File: config.mk
export PLATFORM = sky130hd
export DESIGN_NAME = binary_grid_complement_match
export DESIGN_NICKNAME = d
export VERILOG_FILES = /design/src/rtl/bgcm_pkg.sv /design/src/rtl/bgcm_ram.sv /design/src/rtl/bgcm_ctrl.sv /design/src/rtl/bgcm_dp.sv /design/src/rtl/binary_grid_complement_match.sv
export VERILOG_INCLUDE_DIRS = /design/src /design/src/rtl
export SDC_FILE = /design/constraint.sdc
export NUM_CORES = 2
export LEC_CHECK = 0
export ABC_CLOCK_PERIOD_IN_PS = 7500
export CAP_MARGIN = 15
export CORE_MARGIN = 2
export CORE_UTILIZATION = 55
export CTS_BUF_LIST = sky130_fd_sc_hd__clkbuf_8
export CTS_CLUSTER_SIZE = 40
export DETAILED_ROUTE_END_ITERATION = 10
export DONT_BUFFER_PORTS = 1
export HOLD_SLACK_MARGIN = 0.08
export PLACE_DENSITY_LB_ADDON = 0.12
export SYNTH_ARGS = -nofsm -noshare
export SYNTH_HDL_FRONTEND = slang
export SYNTH_SLANG_ARGS = --single-unit
File: constraint.sdc
create_clock -name clk -period 7.5 [get_ports clk]
set_clock_uncertainty 0.15 [all_clocks]
set_input_delay 0 -clock clk [delete_from_list [all_inputs] [get_ports clk]]
set_output_delay 0 -clock clk [all_outputs]
set_load 0.02 [all_outputs]
File: src/rtl/binary_grid_complement_match_defines.svh
// Assertion macros shared by the grid match RTL.
`ifndef BINARY_GRID_COMPLEMENT_MATCH_DEFINES_SVH
`define BINARY_GRID_COMPLEMENT_MATCH_DEFINES_SVH

// Property that must hold in the same cycle as its antecedent.
`define BGCM_ASSERT_NOW(lbl, clk, rst_n, ante, cons, msg) \
  lbl: assert property (@(posedge clk) disable iff (!rst_n) (ante) |-> (cons)) \
    else $error(msg);

// Property that must hold in the cycle after its antecedent.
`define BGCM_ASSERT_NEXT(lbl, clk, rst_n, ante, cons, msg) \
  lbl: assert property (@(posedge clk) disable iff (!rst_n) (ante) |=> (cons)) \
    else $error(msg);

`endif

File: src/rtl/bgcm_pkg.sv
// Package with codes, widths and interface types of the grid match block.
`timescale 1ns / 1ps
`default_nettype none
package bgcm_pkg;
  localparam int MAX_SIDE_DEF = 32;
  localparam int OP_W         = 2;
  localparam int IDX_W        = 5;
  localparam int SIZE_W       = 6;
  localparam int CFG_IDX_W    = 1;
  localparam int IN_DATA_W    = 16;
  localparam int OUT_DATA_W   = 8;

  localparam logic [OP_W-1:0] OP_KEY   = 2'd0;
  localparam logic [OP_W-1:0] OP_LOCK  = 2'd1;
  localparam logic [OP_W-1:0] OP_SOLVE = 2'd2;

  localparam logic [CFG_IDX_W-1:0] CFG_KEY_SIZE  = 1'd0;
  localparam logic [CFG_IDX_W-1:0] CFG_LOCK_SIZE = 1'd1;

  localparam logic [SIZE_W-1:0] SIZE_RST = 6'd3;

  typedef struct packed {
    logic wr_key;
    logic wr_lock;
    logic start;
    logic issue;
    logic emit;
  } ctrl_cmd_t;

  typedef struct packed {
    logic last_row;
    logic found;
    logic busy;
  } dp_sts_t;
endpackage
`default_nettype wire

File: src/rtl/bgcm_ram.sv
// Generic single-port-write RAM with bit write mask and registered read.
`timescale 1ns / 1ps
`default_nettype none
module bgcm_ram #(
  parameter int WIDTH = 32,
  parameter int DEPTH = 32
) (
  input  wire logic                                  clk,
  input  wire logic                                  we,
  input  wire logic [(DEPTH > 1 ? $clog2(DEPTH) : 1)-1:0] waddr,
  input  wire logic [WIDTH-1:0]                      wmask,
  input  wire logic [WIDTH-1:0]                      wdata,
  input  wire logic [(DEPTH > 1 ? $clog2(DEPTH) : 1)-1:0] raddr,
  output logic      [WIDTH-1:0]                      rdata
);
  logic [WIDTH-1:0] mem_r [DEPTH];
  logic [WIDTH-1:0] rdata_r;

  always_ff @(posedge clk) begin
    if (we) begin
      for (int b = 0; b < WIDTH; b++) begin
        if (wmask[b]) begin
          mem_r[waddr][b] <= wdata[b];
        end
      end
    end
    rdata_r <= mem_r[raddr];
  end

  assign rdata = rdata_r;
endmodule
`default_nettype wire

File: src/rtl/bgcm_ctrl.sv
// Controller state machine of the grid match block.
`timescale 1ns / 1ps
`default_nettype none
`include "binary_grid_complement_match_defines.svh"
module bgcm_ctrl (
  input  wire logic                       clk,
  input  wire logic                       rst_n,
  input  wire logic                       in_fire,
  input  wire logic [bgcm_pkg::OP_W-1:0]  in_op,
  input  wire logic                       out_free,
  input  wire bgcm_pkg::dp_sts_t          sts,
  output bgcm_pkg::ctrl_cmd_t             cmd,
  output logic                            in_tready
);
  localparam logic [1:0] S_IDLE  = 2'd0;
  localparam logic [1:0] S_RUN   = 2'd1;
  localparam logic [1:0] S_DRAIN = 2'd2;
  localparam logic [1:0] S_DONE  = 2'd3;

  logic [1:0] state_r;
  logic [1:0] state_nxt;

  always_comb begin
    in_tready   = (state_r == S_IDLE);
    cmd.wr_key  = in_fire && (in_op == bgcm_pkg::OP_KEY);
    cmd.wr_lock = in_fire && (in_op == bgcm_pkg::OP_LOCK);
    cmd.start   = in_fire && (in_op == bgcm_pkg::OP_SOLVE);
    cmd.issue   = (state_r == S_RUN) && !sts.found;
    cmd.emit    = (state_r == S_DONE) && out_free;
  end

  always_comb begin
    state_nxt = state_r;
    unique case (state_r)
      S_IDLE: begin
        if (cmd.start) state_nxt = S_RUN;
      end
      S_RUN: begin
        if (sts.found || sts.last_row) state_nxt = S_DRAIN;
      end
      S_DRAIN: begin
        if (!sts.busy) state_nxt = S_DONE;
      end
      S_DONE: begin
        if (out_free) state_nxt = S_IDLE;
      end
      default: state_nxt = S_IDLE;
    endcase
  end

  always_ff @(posedge clk) begin
    if (!rst_n) begin
      state_r <= S_IDLE;
    end else begin
      state_r <= state_nxt;
    end
  end

  `BGCM_ASSERT_NEXT(a_start_issues, clk, rst_n, cmd.start, cmd.issue, "solve did not start issuing rows")
  `BGCM_ASSERT_NOW(a_wr_idle_pipe, clk, rst_n, cmd.wr_key || cmd.wr_lock, !sts.busy, "cell write during a search")
  `BGCM_ASSERT_NOW(a_emit_drained, clk, rst_n, cmd.emit, !sts.busy, "result emitted before the pipeline drained")
endmodule
`default_nettype wire

File: src/rtl/bgcm_dp.sv
// Datapath of the grid match block: grid stores, placement counters, row check.
`timescale 1ns / 1ps
`default_nettype none
`include "binary_grid_complement_match_defines.svh"
module bgcm_dp #(
  parameter int MAX_SIDE = bgcm_pkg::MAX_SIDE_DEF
) (
  input  wire logic                          clk,
  input  wire logic                          rst_n,
  input  wire bgcm_pkg::ctrl_cmd_t           cmd,
  input  wire logic [bgcm_pkg::SIZE_W-1:0]   key_size,
  input  wire logic [bgcm_pkg::SIZE_W-1:0]   lock_size,
  input  wire logic [bgcm_pkg::IDX_W-1:0]    row,
  input  wire logic [bgcm_pkg::IDX_W-1:0]    col,
  input  wire logic                          cell_bit,
  output bgcm_pkg::dp_sts_t                  sts
);
  localparam int AW = (MAX_SIDE > 1) ? $clog2(MAX_SIDE) : 1;
  localparam int SW = $clog2(MAX_SIDE + 1);
  localparam int CW = SW + 2;
  localparam int EW = bgcm_pkg::IDX_W + 2;
  localparam logic [EW-1:0] SIDE_EXT = EW'(MAX_SIDE);
  localparam logic [bgcm_pkg::SIZE_W:0] SIZE_MAX_EXT = (bgcm_pkg::SIZE_W + 1)'(MAX_SIDE);

  function automatic logic [SW-1:0] eff_size(input logic [bgcm_pkg::SIZE_W-1:0] v);
    logic [SW-1:0] r;
    if (v == '0) r = SW'(1);
    else if ({1'b0, v} > SIZE_MAX_EXT) r = SW'(MAX_SIDE);
    else r = SW'({1'b0, v});
    return r;
  endfunction

  logic [SW-1:0]        kn;
  logic [SW-1:0]        ln;
  logic signed [CW-1:0] kn_s;
  logic signed [CW-1:0] ln_s;

  assign kn   = eff_size(key_size);
  assign ln   = eff_size(lock_size);
  assign kn_s = signed'(CW'(kn));
  assign ln_s = signed'(CW'(ln));

  // Cell writes: one bit of one row, and the transposed copy for the key.
  logic                cell_ok;
  logic [MAX_SIDE-1:0] col_mask;
  logic [MAX_SIDE-1:0] row_mask;
  logic [MAX_SIDE-1:0] cell_data;

  assign cell_ok   = (EW'(row) < SIDE_EXT) && (EW'(col) < SIDE_EXT);
  assign col_mask  = MAX_SIDE'(1) << col;
  assign row_mask  = MAX_SIDE'(1) << row;
  assign cell_data = {MAX_SIDE{cell_bit}};

  // Placement counters, the lock row counter innermost.
  logic [1:0]           rot_r;
  logic signed [CW-1:0] oi_r;
  logic signed [CW-1:0] oj_r;
  logic [SW-1:0]        ri_r;
  logic signed [CW-1:0] off_min;
  logic                 ri_last;
  logic                 oj_last;
  logic                 oi_last;

  assign off_min = signed'(CW'(1)) - ln_s;
  assign ri_last = (ri_r == SW'(ln - SW'(1)));
  assign oj_last = (oj_r == kn_s - signed'(CW'(1)));
  assign oi_last = (oi_r == kn_s - signed'(CW'(1)));

  always_ff @(posedge clk) begin
    if (!rst_n) begin
      rot_r <= '0;
      oi_r  <= '0;
      oj_r  <= '0;
      ri_r  <= '0;
    end else if (cmd.start) begin
      rot_r <= '0;
      oi_r  <= off_min;
      oj_r  <= off_min;
      ri_r  <= '0;
    end else if (cmd.issue) begin
      if (!ri_last) begin
        ri_r <= ri_r + SW'(1);
      end else begin
        ri_r <= '0;
        if (!oj_last) begin
          oj_r <= oj_r + signed'(CW'(1));
        end else begin
          oj_r <= off_min;
          if (!oi_last) begin
            oi_r <= oi_r + signed'(CW'(1));
          end else begin
            oi_r  <= off_min;
            rot_r <= rot_r + 2'd1;
          end
        end
      end
    end
  end

  // Issue stage: key row of the rotated grid and its read address.
  logic signed [CW-1:0] ki;
  logic signed [CW-1:0] ki_rev;
  logic [CW-1:0]        key_idx;
  logic                 ki_in;
  logic                 rev;
  logic signed [CW-1:0] base;
  logic [AW-1:0]        key_addr;
  logic [AW-1:0]        lock_addr;

  always_comb begin
    ki        = oi_r + signed'(CW'(ri_r));
    ki_rev    = kn_s - signed'(CW'(1)) - ki;
    ki_in     = (ki >= 0) && (ki < kn_s);
    key_idx   = rot_r[1] ? unsigned'(ki_rev) : unsigned'(ki);
    key_addr  = key_idx[AW-1:0];
    lock_addr = AW'(ri_r);
    rev       = rot_r[0] ^ rot_r[1];
    base      = rev ? (kn_s - signed'(CW'(1)) - oj_r) : oj_r;
  end

  logic [MAX_SIDE-1:0] krow_rd;
  logic [MAX_SIDE-1:0] kcol_rd;
  logic [MAX_SIDE-1:0] lock_rd;

  bgcm_ram #(.WIDTH(MAX_SIDE), .DEPTH(MAX_SIDE)) u_key_rows (
    .clk   (clk),
    .we    (cmd.wr_key && cell_ok),
    .waddr (AW'(row)),
    .wmask (col_mask),
    .wdata (cell_data),
    .raddr (key_addr),
    .rdata (krow_rd)
  );

  bgcm_ram #(.WIDTH(MAX_SIDE), .DEPTH(MAX_SIDE)) u_key_cols (
    .clk   (clk),
    .we    (cmd.wr_key && cell_ok),
    .waddr (AW'(col)),
    .wmask (row_mask),
    .wdata (cell_data),
    .raddr (key_addr),
    .rdata (kcol_rd)
  );

  bgcm_ram #(.WIDTH(MAX_SIDE), .DEPTH(MAX_SIDE)) u_lock_rows (
    .clk   (clk),
    .we    (cmd.wr_lock && cell_ok),
    .waddr (AW'(row)),
    .wmask (col_mask),
    .wdata (cell_data),
    .raddr (lock_addr),
    .rdata (lock_rd)
  );

  // Tag that travels beside the memory read.
  logic                 p1_valid_r;
  logic                 p1_in_r;
  logic                 p1_colsel_r;
  logic                 p1_rev_r;
  logic signed [CW-1:0] p1_base_r;
  logic                 p1_first_r;
  logic                 p1_last_r;

  always_ff @(posedge clk) begin
    if (!rst_n) begin
      p1_valid_r <= 1'b0;
    end else begin
      p1_valid_r <= cmd.issue;
    end
  end

  always_ff @(posedge clk) begin
    if (cmd.issue) begin
      p1_in_r     <= ki_in;
      p1_colsel_r <= rot_r[0];
      p1_rev_r    <= rev;
      p1_base_r   <= base;
      p1_first_r  <= (ri_r == '0);
      p1_last_r   <= ri_last;
    end
  end

  // Row check: each lane compares one lock cell with the key cell above it.
  logic [MAX_SIDE-1:0]  key_vec;
  logic signed [CW-1:0] raw [MAX_SIDE];
  logic [MAX_SIDE-1:0]  cov;
  logic [MAX_SIDE-1:0]  mism;
  logic                 row_fail;
  logic                 fail_now;

  always_comb begin
    key_vec = p1_colsel_r ? kcol_rd : krow_rd;
    for (int j = 0; j < MAX_SIDE; j++) begin
      raw[j]  = p1_rev_r ? (p1_base_r - signed'(CW'(j))) : (p1_base_r + signed'(CW'(j)));
      cov[j]  = p1_in_r && (raw[j] >= 0) && (raw[j] < kn_s);
      mism[j] = (SW'(j) < ln) &&
                (cov[j] ? (key_vec[raw[j][AW-1:0]] == lock_rd[j]) : !lock_rd[j]);
    end
    row_fail = |mism;
  end

  logic acc_fail_r;
  logic found_r;

  assign fail_now = (p1_first_r ? 1'b0 : acc_fail_r) | row_fail;

  always_ff @(posedge clk) begin
    if (!rst_n) begin
      acc_fail_r <= 1'b0;
      found_r    <= 1'b0;
    end else if (cmd.start) begin
      acc_fail_r <= 1'b0;
      found_r    <= 1'b0;
    end else if (p1_valid_r) begin
      acc_fail_r <= fail_now;
      if (p1_last_r && !fail_now) found_r <= 1'b1;
    end
  end

  always_comb begin
    sts.last_row = cmd.issue && (rot_r == 2'd3) && oi_last && oj_last && ri_last;
    sts.found    = found_r;
    sts.busy     = p1_valid_r;
  end

  `BGCM_ASSERT_NEXT(a_found_holds, clk, rst_n, found_r && !cmd.start, found_r, "fit flag dropped during a solve")
  `BGCM_ASSERT_NOW(a_tag_from_issue, clk, rst_n, p1_valid_r, $past(cmd.issue), "row check without a row issued")
endmodule
`default_nettype wire

File: src/rtl/binary_grid_complement_match.sv
// Top level of the binary grid complement match block.
// The input stream carries one beat per item: a key cell write, a lock cell
// write or a solve request. Cell writes are taken one per cycle while the
// block is idle and give no result. A solve tries the four quarter turns of
// the key at every offset where it overlaps the lock and returns one beat
// whose bit says whether some placement fills the lock.
// A solve checks one lock row per cycle, all columns of that row at once, and
// stops early at the first placement that fits. It loops over the lock rows
// because each grid store has a single read port.
// No input beat is taken while a solve runs.
// The result waits in an output register; a new cell write is taken while the
// receiver stalls, but a finished solve holds until that register is free.
// Reset sets both sizes to three and empties the pipeline; the grid stores
// are not cleared and must be written before they are searched.
// Configuration writes through cfg_we, cfg_idx and cfg_wdata take effect at
// once and must only be made while the block is idle.
`timescale 1ns / 1ps
`default_nettype none
module binary_grid_complement_match #(
  parameter int MAX_SIDE = bgcm_pkg::MAX_SIDE_DEF
) (
  input  wire logic                                clk,
  input  wire logic                                rst_n,
  input  wire logic                                in_tvalid,
  output logic                                     in_tready,
  // op [1:0], row [6:2], col [11:7], cell_bit [12], zeros above
  input  wire logic [bgcm_pkg::IN_DATA_W-1:0]      in_tdata,
  output logic                                     out_tvalid,
  input  wire logic                                out_tready,
  // fits [0], zeros above
  output logic      [bgcm_pkg::OUT_DATA_W-1:0]     out_tdata,
  input  wire logic                                cfg_we,
  input  wire logic [bgcm_pkg::CFG_IDX_W-1:0]      cfg_idx,
  input  wire logic [bgcm_pkg::SIZE_W-1:0]         cfg_wdata
);
  logic [bgcm_pkg::OP_W-1:0]   in_op;
  logic [bgcm_pkg::IDX_W-1:0]  in_row;
  logic [bgcm_pkg::IDX_W-1:0]  in_col;
  logic                        in_cell_bit;
  logic                        in_fire;
  logic                        out_free;

  bgcm_pkg::ctrl_cmd_t cmd;
  bgcm_pkg::dp_sts_t   sts;

  logic [bgcm_pkg::SIZE_W-1:0] key_size_r;
  logic [bgcm_pkg::SIZE_W-1:0] lock_size_r;
  logic                        out_tvalid_r;
  logic                        out_fits_r;

  assign in_op       = in_tdata[1:0];
  assign in_row      = in_tdata[6:2];
  assign in_col      = in_tdata[11:7];
  assign in_cell_bit = in_tdata[12];
  assign in_fire     = in_tvalid && in_tready;
  assign out_free    = !out_tvalid_r || out_tready;

  always_ff @(posedge clk) begin
    if (!rst_n) begin
      key_size_r  <= bgcm_pkg::SIZE_RST;
      lock_size_r <= bgcm_pkg::SIZE_RST;
    end else if (cfg_we) begin
      unique case (cfg_idx)
        bgcm_pkg::CFG_KEY_SIZE:  key_size_r  <= cfg_wdata;
        bgcm_pkg::CFG_LOCK_SIZE: lock_size_r <= cfg_wdata;
        default: ;
      endcase
    end
  end

  bgcm_ctrl u_ctrl (
    .clk       (clk),
    .rst_n     (rst_n),
    .in_fire   (in_fire),
    .in_op     (in_op),
    .out_free  (out_free),
    .sts       (sts),
    .cmd       (cmd),
    .in_tready (in_tready)
  );

  bgcm_dp #(.MAX_SIDE(MAX_SIDE)) u_dp (
    .clk       (clk),
    .rst_n     (rst_n),
    .cmd       (cmd),
    .key_size  (key_size_r),
    .lock_size (lock_size_r),
    .row       (in_row),
    .col       (in_col),
    .cell_bit  (in_cell_bit),
    .sts       (sts)
  );

  always_ff @(posedge clk) begin
    if (!rst_n) begin
      out_tvalid_r <= 1'b0;
    end else if (cmd.emit) begin
      out_tvalid_r <= 1'b1;
    end else if (out_tready) begin
      out_tvalid_r <= 1'b0;
    end
  end

  always_ff @(posedge clk) begin
    if (cmd.emit) begin
      out_fits_r <= sts.found;
    end
  end

  assign out_tvalid = out_tvalid_r;
  assign out_tdata  = {(bgcm_pkg::OUT_DATA_W - 1)'(0), out_fits_r};
endmodule
`default_nettype wire
==> flow_summary.yaml <==
synthesis:
  post_synth_fa_ha_maj_area_fraction: 0.0136
  synth_area_sq_um: 146000
  yosys_warnings: 0
  postSynth.topFlopCell: "edfxtp_1"
  postSynthAreaPerCell_sq_um: 14.2
  synth-edff-count: 3086
  synthArstFlopShare: 0
  synth_seq_cells: 3224
  synth_xor_area_frac: 0.00957
  synth.area.mux_share: 0.164
  synth_compound_area_frac: 0.0278
  netlist_instances: 10300
  largest_family_of_logic_cells_by_synthesized_area: "multiplexers"
  post_synth_and_or_nand_nor_area_fraction: 0.104
  yosysUniqueCellTypes: 85
  ys_seq_area_frac: 0.652
route:
  viasPerCell: 6.28
  drt_iter0_markers: 10800
  routedWlPerCell_um: 28.7
  routed-via-count: 89200
  ant_nets: 0
  drt-pass1-iter-count: 8
  drc: 0
  routed_wire_length_mm: 407
critical_path:
  worst-r2r-setup-slack_ns: 1.34
  cp_data_required_time_ns: 8.07
  cp-start-kind: "input port"
  critPathMaxFanout: 382
  crit_type: "in -> reg"
  worst_setup_path_end_kind: "flip-flop"
  worst_ep_arrival_time_ns: 7.19
power:
  total_leakage_power_nw: 49.3
  ir_drop_uv: 207
  totalPowerFinal_mw: 45.2
  power.density_cell_area_nw_per_um2: 280
cts:
  htree_num_levels: 6
  cts-buffers-inserted: 538
  worst_skew_pair.late_latency_ns: 1.16
  clk_path_buf_depth: 4
  tritoncts: "done"
  clock-sinks: 3224
  path_clk_slew_ns: 0.06
  root_buffer_selected_by_cts: "clkbuf_8"
sta:
  fin_setup_tns_ns: 0
  tightest_slew_ns: 1.51
  finalCritPeriodShare: 0.882
  fin_crit_ns: 6.62
  report.final.slew_viol_count: 61
  timing_hold_violations_final: 0
  finalSetupViolCount: 0
  timing.final.ws_setup_ns: 0.882
  maxClockFrequency_mhz: 151
  relSlewSlack: -0.00761
  rsz0062_at_grt: "false"
place:
  place_worst_setup_slack_ns: 1.27
  hpwl_mm: 216
  port_buffers: 0
  routabilityCongestion: 0.887
  dpl-instance-area_sq_um: 150000
floorplanning:
  fp.dieArea_sq_um: 270000
  io-pin-count: 38
  row_count: 189
  core-area_sq_um: 265000
  horiz_die_dim_um: 520
  initial_core_util: 0.552
  die_h_um: 520
outcome:
  run_status: "complete, but fails checks"
  failed_checks: "slew limit"
finish:
  nets: 10400
  regArea_sq_um: 95400
  finish.utilization: 0.609
  layout-drive-gt1-share: 0.200
  areaGrowthSynthToFinish_pct: 10.3
  filler_cell_count: 20400
  final_area_sq_um: 161000
  multi_input_area_sq_um: 47600
global_routing:
  grt_first_pass_wirelength_mm: 586
  antenna_violations_before_repair: 11
  grt_use_total: 0.298
  gr-total-overflow: 0
  via_count_of_the_first_global_routing_pass: 88600
  largest_net_degree_at_the_start_of_global_routing: 476
flow_run:
  cap_viol_max_count: 0
worst_hold_path:
  min_path_type: "in -> reg"
-- kinds of logic (layout without fill, tap and decap cells) --
family	Yosys count	after routing
AO/OA/AOI/OAI	634	634
XOR/XNOR	159	159
adder cells (fa/ha/maj)	152	152
buffers and inverters	1057	1374
flip-flops	3224	3224
multiplexers	1258	1258
other	1	11
AND/OR/NAND/NOR	3850	3850
-- worst paths after layout --
kind | cells after the start | to | startpoint
worst max register to register | 15 | u_dp.found_r | u_dp.p1_rev_r
worst min-delay path | 6 | u_dp.u_lock_rows.mem_r[29][15] | in_tdata[8]
worst max-delay path | 10 | u_dp.u_lock_rows.mem_r[24][3] | in_tdata[12]
worst min register to register | 0 | out_fits_r | u_dp.found_r
-- layer usage --
| layer | global-route usage | vias up | routed length (um) |
|---|---|---|---|
| li1 | - | 37900 | - |
| met5 | 0 | - | 13 |
| met1 | 0.399 | 46400 | 156000 |
| met3 | 0.0461 | 719 | 34000 |
| met4 | 0.108 | 2 | 15200 |
| met2 | 0.499 | 4116 | 201000 |
-- synth_stat cells, drive strengths merged (7+ instances only) --
master | count | area share
a2111oi | 14 | 0.00098
a211oi | 27 | 0.0014
a21o | 39 | 0.0020
a21oi | 156 | 0.0053
a22o | 14 | 0.00084
a22oi | 16 | 0.00082
a311oi | 7 | 0.00042
a31oi | 9 | 0.00038
and2 | 29 | 0.0012
and3 | 19 | 0.00081
and3b | 7 | 0.00042
buf | 214 | 0.0065
clkbuf | 756 | 0.019
dfxtp | 138 | 0.019
edfxtp | 3086 | 0.63
fa | 12 | 0.0016
ha | 138 | 0.012
inv | 81 | 0.0021
mux2 | 201 | 0.016
mux2i | 165 | 0.011
mux4 | 892 | 0.14
nand2 | 251 | 0.0064
nand2b | 20 | 0.00086
nand3 | 147 | 0.0050
nand3b | 7 | 0.00036
nand4 | 30 | 0.0013
nor2 | 3227 | 0.083
nor2b | 28 | 0.0012
nor3 | 27 | 0.00092
nor3b | 18 | 0.00092
nor4 | 15 | 0.00064
o211ai | 84 | 0.0043
o21a | 7 | 0.00036
o21ai | 169 | 0.0058
o21bai | 8 | 0.00041
o22ai | 20 | 0.00094
o31ai | 12 | 0.00062
or2 | 7 | 0.00030
xnor2 | 116 | 0.0069
xor2 | 43 | 0.0026
-- cell usage in the layout (no fill, tap or decap), types with 41 or more instances in the layout --
master,synthesis,final
nand2_1,251,187
o21ai_0,169,168
clkbuf_8,0,572
buf_4,10,181
nand3_1,147,115
mux2_2,185,185
dfxtp_1,138,133
dlygate4sd3_1,0,85
mux4_2,892,892
o211ai_1,84,84
mux2i_1,164,164
a21oi_1,156,152
xor2_1,42,41
nor2_1,3226,3224
inv_1,76,299
ha_1,138,137
edfxtp_1,3086,3086
clkinv_1,6,84
xnor2_1,116,115
-- critical path, stage by stage --
cell and delay [ns]:
dlygate4sd3_1 0.51, dlygate4sd3_1 0.87, buf_16 0.68, buf_16 0.54
buf_16 0.60, buf_16 0.48, buf_16 0.54, buf_16 0.50
buf_16 0.39, buf_16 0.61
-- registers in the layout, summed over array words and instances (netlist names) --
register	count
u_dp.u_lock_rows.rdata	32
key_size_r	6
u_dp.u_key_cols.rdata	32
out_tvalid	1
u_dp.u_key_rows.mem_r	1024
u_dp.oj_r	8
u_dp.rot_r	2
u_dp.oi_r	8
u_dp.u_key_cols.mem_r	1024
u_ctrl.state_r	2
u_dp.u_key_rows.rdata	32
u_dp.acc_fail_r	1
out_fits_r	1
u_dp.p1_first_r	1
lock_size_r	6
u_dp.p1_rev_r	1
u_dp.p1_last_r	1
u_dp.ri_r	6
u_dp.found_r	1
u_dp.p1_in_r	1
u_dp.u_lock_rows.mem_r	1024
u_dp.p1_colsel_r	1
u_dp.p1_base_r	8
u_dp.p1_valid_r	1
-- layout make-up --
cell class	instances	area share
Inverter	87	0.00203
Multi-Input combinational cell	6061	0.295
Clock buffer	572	0.0488
Clock inverter	377	0.0116
Antenna cell	3	0.0000466
Tap cell	3533	0.0274
Sequential cell	3224	0.592
Timing Repair Buffer	338	0.0229
-- metrics by stage --
| stage | hold WS [ns] | instances |
|---|---|---|
| 6_report | 0.148 | 14200 |
| 5_1_grt | 0.123 | 14200 |
| 4_1_cts | 0.105 | 14200 |
| 3_5_place_dp | -0.0815 | 13100 |
| 3_3_place_gp | -0.0839 | 13100 |
| 2_1_floorplan | -0.0511 | 10300 |
-- where the power goes --
group | total, mW | leakage [nW] | internal (mW) | switching [mW]
logic | 10.5 | 14.7 | 4.69 | 5.78
registers | 20.4 | 28.9 | 19.9 | 0.451
clock network | 14.3 | 5.75 | 7.23 | 7.07
total | 45.2 | 49.3 | 31.9 | 13.3
-- what timing repair did --
item,4_1_cts,5_1_grt
endpoints found under the hold margin,3034,259
endpoints found under the setup margin,0,218
buffers inserted,0,0
gates resized for setup,0,0
hold buffers,84,4
No activity file was read; power rests on OpenSTA's default activity.
